--- src/rtl/piecewise_line_time_map_macros.svh ---
// Assertion macros for the piecewise line/time map.
// Taken in by every RTL file that carries assertions; depends on nothing.
`ifndef PIECEWISE_LINE_TIME_MAP_MACROS_SVH
`define PIECEWISE_LINE_TIME_MAP_MACROS_SVH

// Same-cycle implication, held off during reset
`define PLTM_ASSERT_IMPL(label, clk, rst, ante, cons, msg) \
   label: assert property (@(posedge clk) disable iff (rst) (ante) |-> (cons)) \
      else $error(msg);

// Next-cycle implication, held off during reset
`define PLTM_ASSERT_NEXT(label, clk, rst, ante, cons, msg) \
   label: assert property (@(posedge clk) disable iff (rst) (ante) |=> (cons)) \
      else $error(msg);

`endif

--- src/rtl/pltm_pkg.sv ---
// Shared types and constants for the piecewise line/time map.
// Used by the divider and the top level; depends on nothing.
package pltm_pkg;

   // Field widths
   localparam int SLOT_W    = 4;
   localparam int SEG_DEPTH = 16;
   localparam int CNT_W     = 5;
   localparam int SLINE_W   = 21;
   localparam int TIME_W    = 64;
   localparam int RATE_W    = 32;
   localparam int QLINE_W   = 36;
   localparam int OFS_W     = 32;

   // Divider: |time difference| scaled by 2^24, two quotient bits a cycle
   localparam int FRAC_SHIFT = 24;
   localparam int DIV_DVD_W  = TIME_W + FRAC_SHIFT;
   localparam int DIV_STEPS  = DIV_DVD_W / 2;
   localparam int DIV_CNT_W  = $clog2(DIV_STEPS + 1);

   // Half a second in Q43.20, half a line in Q20.16
   localparam logic [TIME_W-1:0] HALF_T = 64'd524288;
   localparam logic [TIME_W-1:0] HALF_L = 64'd32768;

   localparam logic [QLINE_W-1:0] LINE_MAX = {QLINE_W{1'b1}};
   localparam logic [TIME_W-1:0]  TIME_MAX = {1'b0, {(TIME_W-1){1'b1}}};
   localparam logic [TIME_W-1:0]  TIME_MIN = {1'b1, {(TIME_W-1){1'b0}}};

   // Operation codes
   typedef enum logic [1:0] {
      OP_LOAD         = 2'd0,
      OP_TIME_TO_LINE = 2'd1,
      OP_LINE_TO_TIME = 2'd2,
      OP_RATE         = 2'd3
   } op_type;

   // Result status codes
   localparam logic [1:0] STATUS_OK        = 2'd0;
   localparam logic [1:0] STATUS_NO_MATCH  = 2'd1;
   localparam logic [1:0] STATUS_ZERO_RATE = 2'd2;

   // One segment table entry
   typedef struct packed {
      logic [SLINE_W-1:0]       start_line;
      logic signed [TIME_W-1:0] start_time;
      logic [RATE_W-1:0]        rate;
   } seg_type;

endpackage

--- src/rtl/pltm_div.sv ---
// Radix-4 restoring divider for the time-to-line mapping.
// Depends on pltm_pkg for the operand widths and step count.
module pltm_div (
   input  logic                           clock,
   input  logic                           reset,
   input  logic                           go,
   input  logic [pltm_pkg::DIV_DVD_W-1:0] dividend,
   input  logic [pltm_pkg::RATE_W-1:0]    divisor,
   output logic                           done,
   output logic [pltm_pkg::DIV_DVD_W-1:0] quotient
);

   logic                           run_ff;
   logic                           done_ff;
   logic [pltm_pkg::DIV_CNT_W-1:0] cnt_ff;
   logic [pltm_pkg::RATE_W-1:0]    rem_ff;
   logic [pltm_pkg::RATE_W-1:0]    rem_in;
   logic [pltm_pkg::RATE_W-1:0]    dvs_ff;
   logic [pltm_pkg::DIV_DVD_W-1:0] quo_ff;
   logic [pltm_pkg::DIV_DVD_W-1:0] quo_mid;
   logic [pltm_pkg::DIV_DVD_W-1:0] quo_in;
   logic [pltm_pkg::RATE_W:0]      step1;
   logic [pltm_pkg::RATE_W:0]      step2;

   // One restoring step: returns {quotient bit, new remainder}
   function automatic logic [pltm_pkg::RATE_W:0] div_step(
      input logic [pltm_pkg::RATE_W-1:0] rem,
      input logic                        din,
      input logic [pltm_pkg::RATE_W-1:0] dvs
   );
      logic [pltm_pkg::RATE_W:0] trial;
      logic [pltm_pkg::RATE_W:0] diff;
      trial = {rem, din};
      diff  = trial - {1'b0, dvs};
      if (trial >= {1'b0, dvs}) begin
         return {1'b1, diff[pltm_pkg::RATE_W-1:0]};
      end
      return {1'b0, trial[pltm_pkg::RATE_W-1:0]};
   endfunction

   // Two dependent steps per cycle; dividend bits shift out, quotient bits in
   always_comb begin
      step1   = div_step(rem_ff, quo_ff[pltm_pkg::DIV_DVD_W-1], dvs_ff);
      quo_mid = {quo_ff[pltm_pkg::DIV_DVD_W-2:0], step1[pltm_pkg::RATE_W]};
      step2   = div_step(step1[pltm_pkg::RATE_W-1:0], quo_mid[pltm_pkg::DIV_DVD_W-1], dvs_ff);
      rem_in  = step2[pltm_pkg::RATE_W-1:0];
      quo_in  = {quo_mid[pltm_pkg::DIV_DVD_W-2:0], step2[pltm_pkg::RATE_W]};
   end

   // Control
   always_ff @(posedge clock) begin
      if (reset) begin
         run_ff  <= 1'b0;
         done_ff <= 1'b0;
      end else begin
         done_ff <= 1'b0;
         if (go) begin
            run_ff <= 1'b1;
            cnt_ff <= pltm_pkg::DIV_CNT_W'(pltm_pkg::DIV_STEPS);
         end else if (run_ff) begin
            cnt_ff <= cnt_ff - 1'b1;
            if (cnt_ff == pltm_pkg::DIV_CNT_W'(1)) begin
               run_ff  <= 1'b0;
               done_ff <= 1'b1;
            end
         end
      end
   end

   // Datapath
   always_ff @(posedge clock) begin
      if (go) begin
         rem_ff <= '0;
         quo_ff <= dividend;
         dvs_ff <= divisor;
      end else if (run_ff) begin
         rem_ff <= rem_in;
         quo_ff <= quo_in;
      end
   end

   assign done     = done_ff;
   assign quotient = quo_ff;

endmodule

--- config.mk ---
export PLATFORM = sky130hd
export DESIGN_NAME = pltm_div
export DESIGN_NICKNAME = d
export VERILOG_FILES = /design/src/rtl/piecewise_line_time_map_macros.svh /design/src/rtl/pltm_pkg.sv /design/src/rtl/pltm_div.sv
export SDC_FILE = /design/constraint.sdc
export NUM_CORES = 1
export LEC_CHECK = 0
export BUFFER_PORTS_ARGS = -buffer_cell sky130_fd_sc_hd__buf_2
export CORE_UTILIZATION = 55
export DETAILED_ROUTE_END_ITERATION = 10
export GPL_TIMING_DRIVEN = 0
export PLACE_DENSITY_LB_ADDON = 0.08
export REMOVE_ABC_BUFFERS = 1
export SLEW_MARGIN = 20
export SYNTH_ARGS = -nofsm -noshare
export SYNTH_HDL_FRONTEND = slang
export SYNTH_SLANG_ARGS = --single-unit
--- constraint.sdc ---
create_clock -name clock -period 16.5 [get_ports clock]
set_input_delay 0.825 -clock clock [delete_from_list [all_inputs] [get_ports clock]]
set_output_delay 0.825 -clock clock [all_outputs]
set_load 0.02 [all_outputs]
======== Word-level counts from Yosys, hierarchy flattened ========
Cells that the tools add are included.
storage, ports and cells
  output and inout bits ................... 89
  flip-flop bits (word level) ............. 160
  bits of input ports ..................... 123
  word-level logic and storage cells ...... 30
cells by class
  reductions and logical operators ........ 3
  bitwise operators ....................... 2
  $lt $le $gt $ge ......................... 2
  add/subtract/negate cells ............... 3
  equal/unequal tests ..................... 1
  muxes and demuxes ....................... 13
operators by type and width
  operator                                          number
  2-to-1 mux 88 bit                                 2
  2-to-1 mux 33 bit                                 4
  greater-or-equal comparator 33 x 32 -> 1 bit      2
  subtractor 32 bit                                 2
  == test 6 x 1 -> 1 bit, second input constant     1
  2-to-1 mux 1 bit                                  6
  2-to-1 mux 6 bit                                  1
  subtractor 6 x 1 -> 6 bit, second input constant  1
  OR reduction 3 bit                                1
  NOT 1 bit                                         2
  AND reduction 2 bit                               1
  nonzero test 2 bit                                1

======== Logic depth before layout (Yosys ltp) ========
  word-level depth ........................ 8
  gate-level depth with buffers ........... 25
  depth with buffers taken out ............ 23

======== Least setup slack after synthesis ========
OpenSTA, ideal clock, no wires.
  path type ............................... flip-flop to flip-flop
  start point ............................. register quo_ff, in the netlist quotient[87]
  end point ............................... register quo_ff, in the netlist quotient[0], data pin
  data arrival time ....................... 4.996 ns
  data required time ...................... 16.240 ns
  path buffers ............................ 2
  setup slack ............................. 11.244 ns
  library setup time ...................... 0.260 ns
  period minus slack after synthesis ...... 5.256 ns
  stages on the path, launching flop included .. 25
  path through ............................ edfxtp_1 > inv_1 > ha_1 > inv_1 > fa_1 > a211oi_1 > o21ai_0 > a31oi_1 > a21oi_1 > a31oi_1 > o21bai_1 > xnor2_1 > a21oi_1 > ha_1 > buf_4 > a2111oi_4 > o21ai_1 > a31o_1 > a221oi_1 > a21bo_2 > o221ai_2 > a21oi_2 > a211o_4 > buf_6 > mux2_2
between the ends
  longest elaborated chain between the ends .. 8
  elaborated cells between the ends (all ways) .. 10
  those cells by class .................... add/sub (1); order compare (2); mux (7)
ends and longest elaborated chain
  element                                                                                   line                            source
  start: declaration                                                                        pltm_div.sv:19                  logic [pltm_pkg::DIV_DVD_W-1:0] quo_ff;
  start signal: assignment                                                                  pltm_div.sv:74                  quo_ff <= dividend;
  start signal: assignment                                                                  pltm_div.sv:78                  quo_ff <= quo_in;
  subtractor 32 bit / greater-or-equal comparator 33 x 32 -> 1 bit (equally long branches)  pltm_div.sv:34, pltm_div.sv:35
  2-to-1 mux 33 bit / 2-to-1 mux 1 bit (equally long branches)                              pltm_div.sv:35                  if (trial >= {1'b0, dvs}) begin
  2-to-1 mux 33 bit *                                                                       pltm_div.sv:38                  return {1'b0, trial[pltm_pkg::RATE_W-1:0]};
  greater-or-equal comparator 33 x 32 -> 1 bit *                                            pltm_div.sv:35
  2-to-1 mux 1 bit *                                                                        pltm_div.sv:35
  2-to-1 mux 33 bit *                                                                       pltm_div.sv:38
  2-to-1 mux 88 bit *                                                                       pltm_div.sv:76                  end else if (run_ff) begin
  2-to-1 mux 88 bit *                                                                       pltm_div.sv:72                  if (go) begin
Mark *: on every way between the ends. The rest lies on a longest branch, timed or not. The select of a mux whose other input is x is not followed.
A chain may end at the register's enable or synchronous reset.

======== Final worst setup path ========
  start point ............................. register dvs_ff[2] (netlist bit)
  end point ............................... register rem_ff[23] (netlist bit)
between the ends
  longest elaborated chain between the ends .. 6
  elaborated cells between the ends (all ways) .. 10
  those cells by class .................... add/sub (2); order compare (2); mux (6)
ends and longest elaborated chain
  element                                                                                   line                            source
  start: declaration                                                                        pltm_div.sv:18                  logic [pltm_pkg::RATE_W-1:0] dvs_ff;
  start signal: assignment                                                                  pltm_div.sv:75                  dvs_ff <= divisor;
  subtractor 32 bit / greater-or-equal comparator 33 x 32 -> 1 bit (equally long branches)  pltm_div.sv:34, pltm_div.sv:35
  2-to-1 mux 33 bit / 2-to-1 mux 1 bit (equally long branches)                              pltm_div.sv:35
  2-to-1 mux 33 bit                                                                         pltm_div.sv:38
  subtractor 32 bit / greater-or-equal comparator 33 x 32 -> 1 bit (equally long branches)  pltm_div.sv:34, pltm_div.sv:35
  2-to-1 mux 33 bit / 2-to-1 mux 1 bit (equally long branches)                              pltm_div.sv:35
  2-to-1 mux 33 bit *                                                                       pltm_div.sv:38
  end signal: assignment                                                                    pltm_div.sv:77                  rem_ff <= rem_in;
  end: declaration                                                                          pltm_div.sv:16                  logic [pltm_pkg::RATE_W-1:0] rem_ff;
Marked as above.

==> impl_metrics.toml <==
[critical_path]
critPathLaunch = "dvs_ff[2]"
crit_type = "flop to flop"
start_kind = "flop"
rr_startpoint = "dvs_ff[2]"
crit_required_ns = 16.88
worstPathArrival_ns = 6.84
crit_fanout = 19
end_kind = "flop"

[timing]
hold_violations = 0
finalClockSkew_ns = 0.0234
hold-worst-slack_ns = 0.508
tns_ns = 0
fin_crit_ns = 6.46
final-max-slew-violation-count = 0
rsz0062_at_grt = "false"
fin_ws_ns = 10.04
relSlewSlack_pct = 47.2
post-route-period-util_pct = 39.2
setup_viol = 0
fmax_ghz = 0.155
tightestPinTransition_ns = 0.791

[routing]
via_count = 8250
drcViolationCount = 0
wl_per_cell_um = 17.8
dr.pass1.iters = 7
vias_per_cell = 5.80
first_iter_violations = 440
wirelength_um = 25400
antenna_left = 0

[clock_tree]
cts_tree = "done"
clk_latency_ns = 0.45
clk_pin_slew_worst_paths_ns = 0.07
cts_root_buf = "clkbuf_16"
clock_sinks = 160
hold_buffers = 0
clock_path_buffers = 2
cts_resized = 0
cts_buffers = 17
post-cts-setup-buffers = 0
htreeDepth = 4

[placed_design]
pre_cts_slack_ns = 10.16
io_buffers = 211
dp_hpwl_um = 18900
place_congestion = 0.874

[hold_path]
min-delay-start = "rem_ff[3]"
hold_class = "flop to flop"

[finish]
final_common_cell = "buf_2"
final_layout_size_suffix_gt1_share_pct = 29.8
seq_area_mm2 = 0.00447
fillers = 1441
final_util_pct = 67.1
areaGrowthSynthToFinish_pct = 18.1
final_cell_mix = "buf_2, edfxtp_1, nor2_1"
nNetsFinal = 1370
multi_input_area_mm2 = 0.00541

[power_and_ir_drop]
p_comb_share_pct = 50.5
intPower_mw = 1.09
power_leakage_nw = 5.25
p_per_area_mw_per_mm2 = 153
p_sw_mw = 0.774
power.clock.fraction_pct = 21.2
power_switching_share_pct = 41.5
p_seq_share_pct = 28.3
peakVddDrop_mv = 0.0781

[global_route]
grt-ovfl-total = 0
grt_pass1_wl_um = 40900
track_usage_pct = 26.9
grt_max_degree = 102
grt_pass1_vias = 8110
use_met3_pct = 8.74
antenna_found_initial = 3
grt_util_met2_pct = 45.2
grt_use_met1_pct = 32.1
busiest_layer = "met2"

[synth]
async_reset_ff_share_pct = 0
syn_avg_cell_area_um2 = 10.4
ys_seq_area_share_pct = 43.3
ys_types = 70
synth_enable_flop_cells = 126
synthCells = 987
ys_ff_latch = 160
synth_ff_type = "edfxtp_1"
yosysWarnings = 0
synth_area_mm2 = 0.0103

[floorplanning]
core_area_mm2 = 0.0181
rows = 49
start_util_pct = 56.8
die_x_um = 139
io_pins = 212
die_y_um = 139
die_area_mm2 = 0.0193

[run_status]
status = "completed"

[run]
drv_cap = 0
## path summary, 6_finish.rpt
check	endpoint	slack, ns	cells past startpoint
min reg2reg	rem_ff[3]	0.51	2
max	rem_ff[23]	10.04	20
min	rem_ff[3]	0.51	2
max reg2reg	rem_ff[23]	10.04	20
## worst max-delay path, cell delays in order, from the launching register on
cell and delay, ns:
edfxtp_1 0.37, inv_1 0.10, ha_1 0.31, o211ai_1 0.19
a21o_1 0.15, a31oi_2 0.19, a221o_1 0.39, o211ai_1 0.23
and3_1 0.72, o21ai_0 0.32, ha_1 0.43, a211oi_1 0.23
nor2_1 0.09, o41ai_1 0.51, o211ai_1 0.30, a311o_1 0.46
a2111oi_0 0.60, nor2_1 0.17, o41ai_1 0.36, o2111ai_1 0.17
nand3_1 0.10
## stage by stage
step | instances | total power, mW | area [um2]
finish | 1423 | 1.86 | 12200
global route | 1422 | 1.99 | 12200
detailed placement | 1389 | 1.46 | 11600
global placement | 1385 | 1.45 | 11400
CTS | 1421 | 1.86 | 12200
floorplan | 945 | 1.24 | 10100
## per-layer routing
metal  routed length, um  vias up
met3                1740       44
met4                 598        0
met5                   0        -
met1               10700     3890
met2               12400      243
li1                    -     4073
## power by group through the flow
| stage | logic [mW] | registers [mW] | clock network [mW] |
|---|---|---|---|
| global placement | 0.910 | 0.536 | 0 |
| finish | 0.941 | 0.527 | 0.395 |
| CTS | 0.934 | 0.527 | 0.400 |
| floorplan | 0.684 | 0.559 | 0 |
| detailed placement | 0.928 | 0.534 | 0 |
| global route | 1.04 | 0.533 | 0.415 |
## Yosys cell counts (6+ instances only)
library cell,instances,area [um2]
o21a_1,8,60.1
clkbuf_1,29,109
nor3_1,9,45.0
nand2_1,55,206
o211ai_1,8,60.1
mux2i_1,28,280
a211oi_1,33,248
and3_1,6,37.5
o21ai_0,31,155
nand4_1,16,100
xor2_1,19,166
edfxtp_1,126,3780
xnor2_1,33,289
nor4_1,9,56.3
inv_1,63,236
ha_1,66,826
dfxtp_1,34,681
a31oi_1,8,50.1
a21o_1,28,210
mux2_2,89,1000
nor2_1,91,342
a21oi_1,72,360
nand3_1,19,95.1
or2_2,6,37.5
o21bai_1,11,82.6
## registers in the layout (all words and copies together) (netlist names)
register	flops
cnt_ff	6
done	1
dvs_ff	32
quotient	88
rem_ff	32
run_ff	1
## cells by family after synthesis
family / synth area share (%)
XOR/XNOR: 4.42
adder cells (fa/ha/maj): 8.40
AO/OA/AOI/OAI: 16.5
multiplexers: 12.4
AND/OR/NAND/NOR: 10.7
buffers and inverters: 4.27
flip-flops: 43.3
## area by class of cell
cell class / count / share of cell area [%]
multi-input combinational: 722 / 44.4
sequential: 160 / 36.7
inverter: 63 / 1.96
timing repair buffer: 215 / 9.66
antenna: 2 / 0.0411
clock inverter: 15 / 1.40
tap: 229 / 2.35
clock buffer: 17 / 3.49
Note: power is estimated with default switching activity, not from simulation.
